$ cat src/rtl/core/wfcb_pkg.sv
// Shared types, character codes and helper functions of the file pattern converter.
`default_nettype none

package wfcb_pkg;

  localparam int NAME_LEN = 8;
  localparam int TYPE_LEN = 3;

  localparam logic [7:0] CH_NUL    = 8'h00;
  localparam logic [7:0] CH_TAB    = 8'h09;
  localparam logic [7:0] CH_CR     = 8'h0d;
  localparam logic [7:0] CH_SPACE  = 8'h20;
  localparam logic [7:0] CH_STAR   = 8'h2a;
  localparam logic [7:0] CH_DOT    = 8'h2e;
  localparam logic [7:0] CH_COLON  = 8'h3a;
  localparam logic [7:0] CH_QMARK  = 8'h3f;
  localparam logic [7:0] CH_UPPER_A = 8'h41;
  localparam logic [7:0] CH_UPPER_P = 8'h50;
  localparam logic [7:0] CH_LOWER_A = 8'h61;
  localparam logic [7:0] CH_LOWER_Z = 8'h7a;
  localparam logic [7:0] CASE_GAP  = 8'd32;

  // One operation for the back end: an optional drive write, up to two
  // pattern characters applied in order, and an optional finish.
  typedef struct packed {
    logic       drive_wr;
    logic [4:0] drive_val;
    logic       a_en;
    logic [7:0] a;
    logic       b_en;
    logic [7:0] b;
    logic       fin;
  } op_t;

  typedef struct packed {
    logic [4:0]  drive;
    logic [63:0] name_chars;
    logic [23:0] type_chars;
  } res_t;

  function automatic logic is_end(input logic [7:0] c);
    return (c == CH_NUL) || (c == CH_SPACE) || (c == CH_TAB) || (c == CH_CR);
  endfunction

  function automatic logic [7:0] upcase(input logic [7:0] c);
    if (c >= CH_LOWER_A && c <= CH_LOWER_Z) begin
      return c - CASE_GAP;
    end
    return c;
  endfunction

endpackage

`default_nettype wire

$ cat src/rtl/core/wfcb_front.sv
// Front end: skips leading blanks, detects the drive prefix and issues operations.
`default_nettype none

module wfcb_front (
  input  wire logic            clk,
  input  wire logic            rst,
  input  wire logic            push,
  output logic                 full,
  input  wire logic [7:0]      ch,
  output logic                 op_push,
  output wfcb_pkg::op_t        op,
  input  wire logic            op_full
);
  import wfcb_pkg::*;

  typedef enum logic [1:0] {
    PH_SKIP,
    PH_HELD,
    PH_BODY
  } phase_t;

  phase_t     phase;
  phase_t     phase_next;
  logic [7:0] held_char;
  logic [7:0] held_up;
  logic       accept;

  assign full    = op_full;
  assign accept  = push && !op_full;
  assign held_up = upcase(held_char);

  always_comb begin
    op          = '0;
    op_push     = 1'b0;
    phase_next  = phase;
    case (phase)
      PH_HELD: begin
        phase_next = PH_BODY;
        op_push    = accept;
        if (ch == CH_COLON) begin
          op.drive_wr = 1'b1;
          if (held_up >= CH_UPPER_A && held_up <= CH_UPPER_P) begin
            op.drive_val = 5'(held_up - CH_UPPER_A) + 5'd1;
          end
        end else if (is_end(held_char)) begin
          op.fin     = 1'b1;
          phase_next = PH_SKIP;
        end else begin
          op.a_en = 1'b1;
          op.a    = held_char;
          if (is_end(ch)) begin
            op.fin     = 1'b1;
            phase_next = PH_SKIP;
          end else begin
            op.b_en = 1'b1;
            op.b    = ch;
          end
        end
      end
      PH_BODY: begin
        op_push = accept;
        if (is_end(ch)) begin
          op.fin     = 1'b1;
          phase_next = PH_SKIP;
        end else begin
          op.a_en = 1'b1;
          op.a    = ch;
        end
      end
      default: begin
        if (ch == CH_NUL) begin
          op.fin  = 1'b1;
          op_push = accept;
        end else if (ch != CH_SPACE && ch != CH_TAB) begin
          phase_next = PH_HELD;
        end
      end
    endcase
  end

  always_ff @(posedge clk) begin
    if (rst) begin
      phase <= PH_SKIP;
    end else if (accept) begin
      phase <= phase_next;
    end
    if (accept && phase == PH_SKIP) begin
      held_char <= ch;
    end
  end

endmodule

`default_nettype wire

$ cat src/rtl/core/wfcb_opq.sv
// Two-entry operation queue between the front end and the back end.
`default_nettype none

module wfcb_opq (
  input  wire logic          clk,
  input  wire logic          rst,
  input  wire logic          push,
  output logic               full,
  input  wire wfcb_pkg::op_t op_in,
  output logic               valid,
  input  wire logic          pop,
  output wfcb_pkg::op_t      op_out
);
  import wfcb_pkg::*;

  op_t        entries [2];
  logic       wr_ptr;
  logic       rd_ptr;
  logic [1:0] count;
  logic       do_push;
  logic       do_pop;

  assign full    = (count == 2'd2);
  assign valid   = (count != 2'd0);
  assign op_out  = entries[rd_ptr];
  assign do_push = push && !full;
  assign do_pop  = pop && valid;

  always_ff @(posedge clk) begin
    if (rst) begin
      wr_ptr <= 1'b0;
      rd_ptr <= 1'b0;
      count  <= 2'd0;
    end else begin
      if (do_push) begin
        wr_ptr <= !wr_ptr;
      end
      if (do_pop) begin
        rd_ptr <= !rd_ptr;
      end
      count <= count + 2'(do_push) - 2'(do_pop);
    end
    if (do_push) begin
      entries[wr_ptr] <= op_in;
    end
  end

`ifndef NO_ASSERTIONS
  a_count_range: assert property (@(posedge clk) disable iff (rst) count <= 2'd2)
    else $error("operation queue count out of range");
  a_no_overflow: assert property (@(posedge clk) disable iff (rst) !(push && full))
    else $error("operation pushed into a full queue");
  a_push_fills: assert property (@(posedge clk) disable iff (rst)
    do_push |=> valid)
    else $error("queue empty after an operation was written");
`endif

endmodule

`default_nettype wire

$ cat src/rtl/core/wfcb_back.sv
// Back end: builds the name and type fields and queues finished results.
`default_nettype none

module wfcb_back (
  input  wire logic          clk,
  input  wire logic          rst,
  input  wire logic          op_valid,
  output logic               op_pop,
  input  wire wfcb_pkg::op_t op,
  output logic               empty,
  input  wire logic          pop,
  output logic [4:0]         drive,
  output logic [63:0]        name_chars,
  output logic [23:0]        type_chars
);
  import wfcb_pkg::*;

  typedef struct packed {
    logic [4:0]  drive_code;
    logic        in_type;
    logic [3:0]  name_fill;
    logic [1:0]  type_fill;
    logic [63:0] name_store;
    logic [23:0] type_store;
  } bst_t;

  localparam bst_t BST_RESET = '{
    drive_code: 5'd0,
    in_type:    1'b0,
    name_fill:  4'd0,
    type_fill:  2'd0,
    name_store: {8{CH_SPACE}},
    type_store: {3{CH_SPACE}}
  };

  function automatic bst_t apply_char(input bst_t s, input logic [7:0] raw);
    bst_t       r;
    logic [7:0] c;
    r = s;
    c = upcase(raw);
    if (c == CH_DOT) begin
      r.in_type   = 1'b1;
      r.type_fill = 2'd0;
    end else if (c == CH_STAR) begin
      if (!r.in_type) begin
        if (r.name_fill < 4'(NAME_LEN)) begin
          for (int i = 0; i < NAME_LEN; i++) begin
            if (4'(i) >= s.name_fill) begin
              r.name_store[(7 - i) * 8 +: 8] = CH_QMARK;
            end
          end
          r.name_fill = 4'(NAME_LEN);
        end
      end else if (r.type_fill < 2'(TYPE_LEN)) begin
        for (int i = 0; i < TYPE_LEN; i++) begin
          if (2'(i) >= s.type_fill) begin
            r.type_store[(2 - i) * 8 +: 8] = CH_QMARK;
          end
        end
        r.type_fill = 2'(TYPE_LEN);
      end
    end else if (!r.in_type) begin
      if (r.name_fill < 4'(NAME_LEN)) begin
        for (int i = 0; i < NAME_LEN; i++) begin
          if (4'(i) == s.name_fill) begin
            r.name_store[(7 - i) * 8 +: 8] = c;
          end
        end
        r.name_fill = s.name_fill + 4'd1;
      end
    end else if (r.type_fill < 2'(TYPE_LEN)) begin
      for (int i = 0; i < TYPE_LEN; i++) begin
        if (2'(i) == s.type_fill) begin
          r.type_store[(2 - i) * 8 +: 8] = c;
        end
      end
      r.type_fill = s.type_fill + 2'd1;
    end
    return r;
  endfunction

  bst_t       st;
  bst_t       st_next;
  bst_t       work;
  res_t       res_new;
  res_t       rq [2];
  logic       rq_wr;
  logic       rq_rd;
  logic [1:0] res_cnt;
  logic       res_push;
  logic       res_pop;

  assign op_pop   = op_valid && (!op.fin || res_cnt != 2'd2);
  assign res_push = op_pop && op.fin;
  assign empty    = (res_cnt == 2'd0);
  assign res_pop  = pop && !empty;

  assign drive      = rq[rq_rd].drive;
  assign name_chars = rq[rq_rd].name_chars;
  assign type_chars = rq[rq_rd].type_chars;

  always_comb begin
    work = st;
    if (op.drive_wr) begin
      work.drive_code = op.drive_val;
    end
    if (op.a_en) begin
      work = apply_char(work, op.a);
    end
    if (op.b_en) begin
      work = apply_char(work, op.b);
    end
    res_new.drive      = work.drive_code;
    res_new.name_chars = work.name_store;
    res_new.type_chars = work.type_store;
    if (!work.in_type) begin
      res_new.type_chars = {3{CH_QMARK}};
      if (work.name_fill == 4'd0) begin
        res_new.name_chars = {8{CH_QMARK}};
      end
    end
    st_next = op.fin ? BST_RESET : work;
  end

  always_ff @(posedge clk) begin
    if (rst) begin
      st      <= BST_RESET;
      rq_wr   <= 1'b0;
      rq_rd   <= 1'b0;
      res_cnt <= 2'd0;
    end else begin
      if (op_pop) begin
        st <= st_next;
      end
      if (res_push) begin
        rq_wr <= !rq_wr;
      end
      if (res_pop) begin
        rq_rd <= !rq_rd;
      end
      res_cnt <= res_cnt + 2'(res_push) - 2'(res_pop);
    end
    if (res_push) begin
      rq[rq_wr] <= res_new;
    end
  end

`ifndef NO_ASSERTIONS
  a_res_range: assert property (@(posedge clk) disable iff (rst) res_cnt <= 2'd2)
    else $error("result queue count out of range");
  a_fill_range: assert property (@(posedge clk) disable iff (rst)
    st.name_fill <= 4'(NAME_LEN) && st.type_fill <= 2'(TYPE_LEN))
    else $error("fill count beyond field length");
  a_finish_clears: assert property (@(posedge clk) disable iff (rst)
    res_push |=> st.name_fill == 4'd0 && st.type_fill == 2'd0 && !st.in_type
                 && st.drive_code == 5'd0)
    else $error("pattern state not cleared after an item was finished");
`endif

endmodule

`default_nettype wire

$ cat src/rtl/core/wildcard_filespec_to_fcb_unit.sv
// Top level of the wildcard file pattern to directory-entry converter.
// Characters of a file pattern arrive on ch, one item per cycle, accepted
// when push is high and full is low. Leading spaces and tabs are skipped, an
// optional drive prefix such as "B:" is recognised, and the name and type are
// built up with letters upper-cased and stars expanded to question marks.
// A NUL, space, tab or carriage return ends the pattern and produces one
// result item: drive, name_chars and type_chars. The result is held on the
// output ports while empty is low and is taken when pop is high.
// The terminating character is written into the operation queue, and the back
// end then writes the result into the result queue, from which it is shown.
// The block accepts one character every cycle while full is low; the back
// end handles each operation as it pops it, and it applies a held character and
// the one after it together. When the receiver stalls, two results and two
// operations are buffered before full rises and input stops.
// Synchronous reset empties both queues and returns the block to its start
// state with blank name and type fields.
`default_nettype none

module wildcard_filespec_to_fcb_unit (
  input  wire logic        clk,
  input  wire logic        rst,
  input  wire logic        push,
  output logic             full,
  input  wire logic [7:0]  ch,
  output logic             empty,
  input  wire logic        pop,
  output logic [4:0]       drive,
  output logic [63:0]      name_chars,
  output logic [23:0]      type_chars
);
  import wfcb_pkg::*;

  op_t  fe_op;
  op_t  be_op;
  logic fe_push;
  logic q_full;
  logic q_valid;
  logic be_pop;

  wfcb_front u_front (
    .clk     (clk),
    .rst     (rst),
    .push    (push),
    .full    (full),
    .ch      (ch),
    .op_push (fe_push),
    .op      (fe_op),
    .op_full (q_full)
  );

  wfcb_opq u_opq (
    .clk    (clk),
    .rst    (rst),
    .push   (fe_push),
    .full   (q_full),
    .op_in  (fe_op),
    .valid  (q_valid),
    .pop    (be_pop),
    .op_out (be_op)
  );

  wfcb_back u_back (
    .clk        (clk),
    .rst        (rst),
    .op_valid   (q_valid),
    .op_pop     (be_pop),
    .op         (be_op),
    .empty      (empty),
    .pop        (pop),
    .drive      (drive),
    .name_chars (name_chars),
    .type_chars (type_chars)
  );

endmodule

`default_nettype wire
$ cat config.mk
export PLATFORM = sky130hd
export DESIGN_NAME = wildcard_filespec_to_fcb_unit
export DESIGN_NICKNAME = d
export VERILOG_FILES = /design/src/rtl/core/wfcb_pkg.sv /design/src/rtl/core/wfcb_front.sv /design/src/rtl/core/wfcb_opq.sv /design/src/rtl/core/wfcb_back.sv /design/src/rtl/core/wildcard_filespec_to_fcb_unit.sv
export SDC_FILE = /design/constraint.sdc
export NUM_CORES = 1
export LEC_CHECK = 0
export ABC_CLOCK_PERIOD_IN_PS = 20900
export BUFFER_PORTS_ARGS = -buffer_cell sky130_fd_sc_hd__buf_4
export CORE_MARGIN = 3
export CORE_UTILIZATION = 30
export DETAILED_ROUTE_END_ITERATION = 10
export GPL_TIMING_DRIVEN = 1
export PLACE_DENSITY = 0.43
export SETUP_SLACK_MARGIN = 0.2
export SLEW_MARGIN = 10
export SYNTH_ARGS = -nofsm -noshare
export SYNTH_HDL_FRONTEND = slang
export SYNTH_SLANG_ARGS = --single-unit
$ cat constraint.sdc
create_clock -name clk -period 20.9 [get_ports clk]
set_input_delay 1.045 -clock clk [delete_from_list [all_inputs] [get_ports clk]]
set_output_delay 1.045 -clock clk [all_outputs]
set_load 0.02 [all_outputs]
==> metrics, run 1 <==
status finished clean; synth warn 0; n_diodes 0; most frequent cell after synthesis edfxtp_1; Layout area overhead 17.4%; Std-Cell Rows 87; internal power about 1.6 mW; Die ar. around 60000 um^2; fin. max-slew vios 0; cell mode on critical path buf_4; switching pwr ~0.9 mW; Critical Path Sink Type flop; post-layout min period 4.87 ns; Syn Area/Cell roughly 11 um^2; GRT overflow 0; Fin. Hold Viols 0; antenna violations before repair 1; HP Class reg2reg; RD Place Congestion about 0.91; Final Instance Area roughly 20000 um^2; number of synthesized register bits about 360; Die W about 250 um; GRT Total Usage ~18%; final setup fails 0; cts hold-fix bufs 0; Worst Clk Skew roughly 0.016 ns; Max stage delay on crit path between 0.7 and 0.8 ns; crit-path max FO 50; Worst Path Buf+Inv 3; routed vias 13.0k; Mapped Nets 1573; area of the core between 50000 and 60000 um^2; mapped cell area approximately 17000 um^2; Reg area about 9600 um^2; Detailed Route Iter0 Violations 1018; Fin Setup TNS 0 ns; Net Sw Frac between 30 and 40%; crit path DAT 5.18 ns; kind of critical path reg2reg; Root Driver clkbuf_16; TritonCTS Buffers 43; Seq pwr share 37.5%; HPWL after DPL approximately 39000 um; first-pass GRT wire length about 84000 um; FILL cells between 5k and 6k; element type at the critical path start flop; Final period util between 20% and 30%; Routed wire per std cell 23.2 um; area occupied by multi-input gates between 7000 and 8000 um^2; P_leak about 6.9 nW; Pre-antenna DRT Iters 5; overall die height between 200 and 250 um; Vias per Instance roughly 5.4; Port Buffers between 100 and 150; CTS H-tree lvls 2; Post-CTS Setup Bufs 0; pwr dens approximately 120 nW/um^2; async set or reset register ratio after synthesis 0%; Layout Nets approximately 1.7k; maxcap violations 0; layout cells sized above 1 between 20% and 30%; CTS tree yes; Slew @ Worst Pin between 1 and 1.5 ns; WL final 56200 um; Clk pwr share ~29%; Post-CTS Resized 0; largest area contributor in the netlist edfxtp_1; IO Pins around 110; number of enable flip-flop cells after synthesis approximately 240; vias in the first global route 13.0k; pin count of the biggest net entering global routing 68; Routed Antenna Nets 0; Slew headroom 18.8%; Slowest cell on crit path a21oi_2; top cell type's share of synthesized area between 40% and 50%; Post-synth top cells 244 x edfxtp_1, 172 x nand2_1, 133 x nor2_1, 112 x dfxtp_1, 110 x mux2_2; instance area at placement between 15000 and 20000 um^2; initial core utilization between 30% and 40%; crit-path cells buf_4 -> nand4_2 -> a21oi_2 -> o22ai_1 -> nor2_1 -> inv_1 -> ha_1 -> nand2_1 -> mux2i_1 -> nor3_1 -> nand4bb_2 -> buf_4 -> and3_1; Unique masters post-synth 96; CTS clk-pin slew, worst paths approximately 0.060 ns; clock latency on the worst-skew pair ~0.57 ns; logic gate share of total power between 30% and 40%; Max Clk Rate approximately 0.21 GHz; synth top area cells edfxtp_1 43%, dfxtp_1 13%, mux2_2 7.2%, nand2_1 3.8%, nor2_1 2.9%; Max VDD drop between 50 and 60 uV; Mapped Cells ~1.5k; clock buffer depth 3; cell family with most CP delay simple AND/OR/NAND/NOR gates; RSZ-0062 raised after global routing false; # clock sinks about 360; top_reg_cell synth edfxtp_1; Crit path required time 21.21 ns; DRC Markers 0; sequential share of the synthesized area between 50% and 60%
-- worst paths after layout --
| kind | start | end | slack [ns] | cells past startpoint |
|---|---|---|---|---|
| worst max-delay path | flop | u_back.rq[0][47] | 16.03 | 13 |
| worst min-delay path | u_back.st[74] | u_back.st[74] | 0.45 | 2 |
| worst max register to register | flop | u_back.rq[0][47] | 16.03 | 13 |
| worst min register to register | u_back.st[74] | u_back.st[74] | 0.45 | 2 |
-- through the flow --
step                      total power [mW]  util, %  cells  hold WS [ns]  worst slack (ns)
after floorplan                       1.45        -   1539         0.420             12.34
after global placement                1.77     33.3   2349         0.432             16.14
after detailed placement              1.78     33.3   2349         0.443             16.10
after CTS                             2.50     35.7   2429         0.452             16.07
after global routing                  2.59     35.7   2429         0.467             15.56
final                                 2.46     35.7   2429         0.450             16.03
-- tightest hold or removal path: cells and delay by family (launching register included) --
kind            cells  cell delay (ns)
compound gates      1             0.05
flops               1             0.31
simple gates        1             0.05
-- logic make-up after synthesis --
| logic type | Yosys count | synth area share [%] |
|---|---|---|
| and+or+nand+nor | 499 | 13.9 |
| AOI/OAI and AO/OA | 400 | 16.8 |
| DFF | 356 | 55.7 |
| muxes | 132 | 8.57 |
| buffers and inverters | 121 | 3.05 |
| adders and majority gates | 22 | 1.60 |
| xor gates and xnor gates | 9 | 0.459 |
-- state kept, by name, summed over array words and instances (netlist names), 2 cells and up, named ones only --
name,cells
u_front.held_char,8
u_back.st,100
u_opq.entries,50
u_back.rq,186
u_opq.count,2
u_back.res_cnt,2
u_front.phase,2
-- routing by layer --
metal	share of wire [%]	up-vias	GRT usage (%)	wire length, um
met3	5.5	102	3.33	3080
met4	3.2	2	6.18	1820
met2	48	388	30.9	27200
met1	43	6495	24.0	24100
met5	0.023	-	0	13
li1	-	6051	-	-
-- power by group through the flow --
stage	combinational [mW]	sequential, mW	clock, mW
final	0.823	0.925	0.716
after global routing	0.891	0.934	0.765
after CTS	0.837	0.926	0.738
after detailed placement	0.834	0.941	0
after global placement	0.832	0.939	0
after floorplan	0.519	0.931	0
-- final cells by class --
| cell class | instances | area share [%] |
|---|---|---|
| multi-input combinational | 1062 | 35.4 |
| clock buffer | 54 | 5.69 |
| sequential | 356 | 47.5 |
| tap | 756 | 4.69 |
| timing repair buffer | 133 | 4.95 |
| clock inverter | 26 | 1.00 |
| inverter | 42 | 0.781 |
-- layout by cell type (no fill, tap or decap), types with 10 or more instances in the layout --
cell / Yosys / routed
edfxtp_1: 244 / 244
nand2_1: 172 / 172
buf_4: 2 / 133
nor2_1: 133 / 132
mux2_2: 110 / 110
dfxtp_1: 112 / 110
a21oi_1: 66 / 66
o21ai_0: 48 / 48
o22ai_1: 44 / 44
clkbuf_16: 0 / 44
inv_1: 38 / 38
nand3_1: 35 / 35
nor3_1: 32 / 31
o21ai_1: 30 / 30
nand2b_1: 24 / 22
ha_1: 22 / 22
a211oi_1: 21 / 21
a22oi_1: 19 / 19
mux2i_1: 20 / 18
and2_1: 19 / 18
o221ai_1: 17 / 17
a22o_1: 14 / 14
a31oi_1: 14 / 12
nor2b_1: 13 / 11
clkinv_1: 1 / 10
and3_1: 10 / 10
o211ai_1: 10 / 10
or3_1: 10 / 10
o221a_2: 10 / 10
Power figures use the tool's default switching activity.
==> inputs of run 2 (changes only) <==
Settings changed: ABC_CLOCK_PERIOD_IN_PS 20900 to 4300, PLACE_DENSITY 0.43 to 0.45.
Clock period 20.9 ns to 4.3 ns, I/O delays scaled along.
==> metrics, run 2 (same netlist as run 1, synthesis figures left out) <==
area of the core 56500 um^2 (unchanged); Layout Nets 1717 (+2.7%); Util after Layout 36.7% (+0.98 points); # clock sinks 356 (unchanged); kind of critical path reg2reg; IO Pins 107 (unchanged); P_leak 7.17 nW (+4.1%); DRC Markers 0 (unchanged); clock latency on the worst-skew pair 0.57 ns (about the same); CTS clk-pin slew, worst paths 0.06 ns (about the same); switching pwr 4.35 mW (+390%); initial core utilization 30.4% (unchanged); first-pass GRT wire length 85100 um (+1.6%); RD Place Congestion 0.980 (+7.4%); Max VDD drop 297 uV (+420%); Root Driver clkbuf_16; element type at the critical path start flop; GRT Total Usage 18.6% (+0.18 points); Routed wire per std cell 23.0 um (-0.87%); Crit path required time 4.59 ns (-16.62 ns); n_diodes 0 (unchanged); commonest non-fill, non-tap cells in the layout 244 x edfxtp_1, 172 x nand2_1, 166 x buf_4; maxcap violations 0 (unchanged); crit-path max FO 35 (-30%); clock buffer depth 3 (unchanged); WL final 56800 um (+0.92%); final setup fails 0 (unchanged); Die ar. 60200 um^2 (unchanged); Layout area overhead 20.6%; Slew @ Worst Pin 1.13 ns (-0.0623 ns); hold_ws 0.0354 ns (-0.415 ns); HPWL after DPL 39300 um (+2.0%); crit path DAT 4.12 ns (-1.06 ns); layout cells sized above 1 23.8% (+1.8 points); status finished clean; CTS H-tree lvls 2 (unchanged); Std-Cell Rows 87 (unchanged); instance area at placement 19200 um^2 (+1.9%); Fin Setup TNS 0 ns (unchanged); Seq pwr share 36.3% (-1.2 points); antenna violations before repair 1 (unchanged); Worst Clk Skew 0.0149 ns (-0.00117 ns); Die W 245 um (unchanged); worst r2r path cells 13 (unchanged); vias in the first global route 13.4k (+2.9%); pwr dens 598 nW/um^2 (+390%); Clk pwr share 30.1% (+1.0 points); post-layout min period 3.83 ns (-1.04 ns); top flop regs u_back.rq: 186 flops, u_back.st: 100 flops, u_opq.entries: 50 flops; CTS tree yes; TritonCTS Buffers 42 (-2.3%); Fin. Hold Viols 0 (unchanged); overall die height 245 um (unchanged); Slew headroom 23.1% (+4.2 points); Detailed Route Iter0 Violations 806 (-21%); HP Class in2reg; Port Buffers 106 (unchanged); Pre-antenna DRT Iters 7 (+2); Critical Path Sink Type flop; Worst Hold Depth 2 (unchanged); internal power 8.05 mW (+410%); commonest non-fill, non-tap cell in the layout edfxtp_1; routed vias 13.2k (+1.2%); Net Sw Frac 35.1% (-1.2 points); Vias per Instance 5.33 (-0.61%); logic gate share of total power 33.6% (+0.2 points); Routed Antenna Nets 0 (unchanged); Max Clk Rate 0.261 GHz (+27%); Largest Register u_back.rq; Final Instance Area 20700 um^2 (+2.7%); RSZ-0062 raised after global routing false; Final period util 89.1% (+66 points); fin. max-slew vios 0 (unchanged); pin count of the biggest net entering global routing 66 (-2.9%); worst hold start rst; GRT overflow 0 (unchanged); max reg flops 186 (unchanged); Power, Total 12.4 mW (+400%)
==> run 2: layer usage <==
layer / global-route usage (%) / wire (um)
met1: 23.8 / 24500
met2: 31.9 / 27700
met3: 3.09 / 2760
met4: 6.44 / 1790
met5: 0 / 0
==> run 2: final cells by class <==
type                    instances  area [um^2]
fillers                      5541        35800
flip-flops and latches        356         9580
multi-input cells            1062         7160
repair buffers                179         1430
clock buffers                  62         1250
well taps                     756          946
clock inverters                16          211
inverters                      42          158
==> run 2: final timing paths <==
check	slack, ns	end
max reg2reg	0.47	u_back.rq[1][77]
min	0.04	u_opq.count[1]
min reg2reg	0.45	u_back.st[81]
max	0.47	u_back.rq[1][77]
==> run 2: metrics by stage <==
stage | cells | worst slack [ns]
after floorplan | 1539 | 0.243
after global placement | 2387 | 0.442
after detailed placement | 2387 | 0.371
after CTS | 2473 | 0.344
after global routing | 2473 | 0.231
final | 2473 | 0.470
==> run 2: critical path, stage by stage, from the launching register on <==
cell	delay (ns)
dfxtp_4	0.50
buf_12	0.27
mux2_2	0.47
o2111ai_1	0.12
o21ai_0	0.17
nor2_1	0.27
inv_1	0.17
ha_1	0.31
nand2_1	0.05
mux2i_1	0.22
nor3_1	0.12
and4bb_1	0.24
buf_4	0.20
or3_1	0.42
==> run 2: power groups by stage <==
stage | sequential [mW] | clock (mW) | combinational [mW]
finish | 4.51 | 3.73 | 4.16
global route | 4.55 | 3.98 | 4.49
CTS | 4.51 | 3.84 | 4.22
detailed placement | 4.59 | 0 | 4.20
global placement | 4.58 | 0 | 4.18
floorplan | 4.49 | 0 | 2.54
==> run 2: what timing repair did <==
action                     in CTS  in global routing
gates resized for setup         0                  4
setup endpoints to repair       0                 48
hold buffers                    8                  0
buffers inserted                0                  0
hold endpoints to repair       12                  0
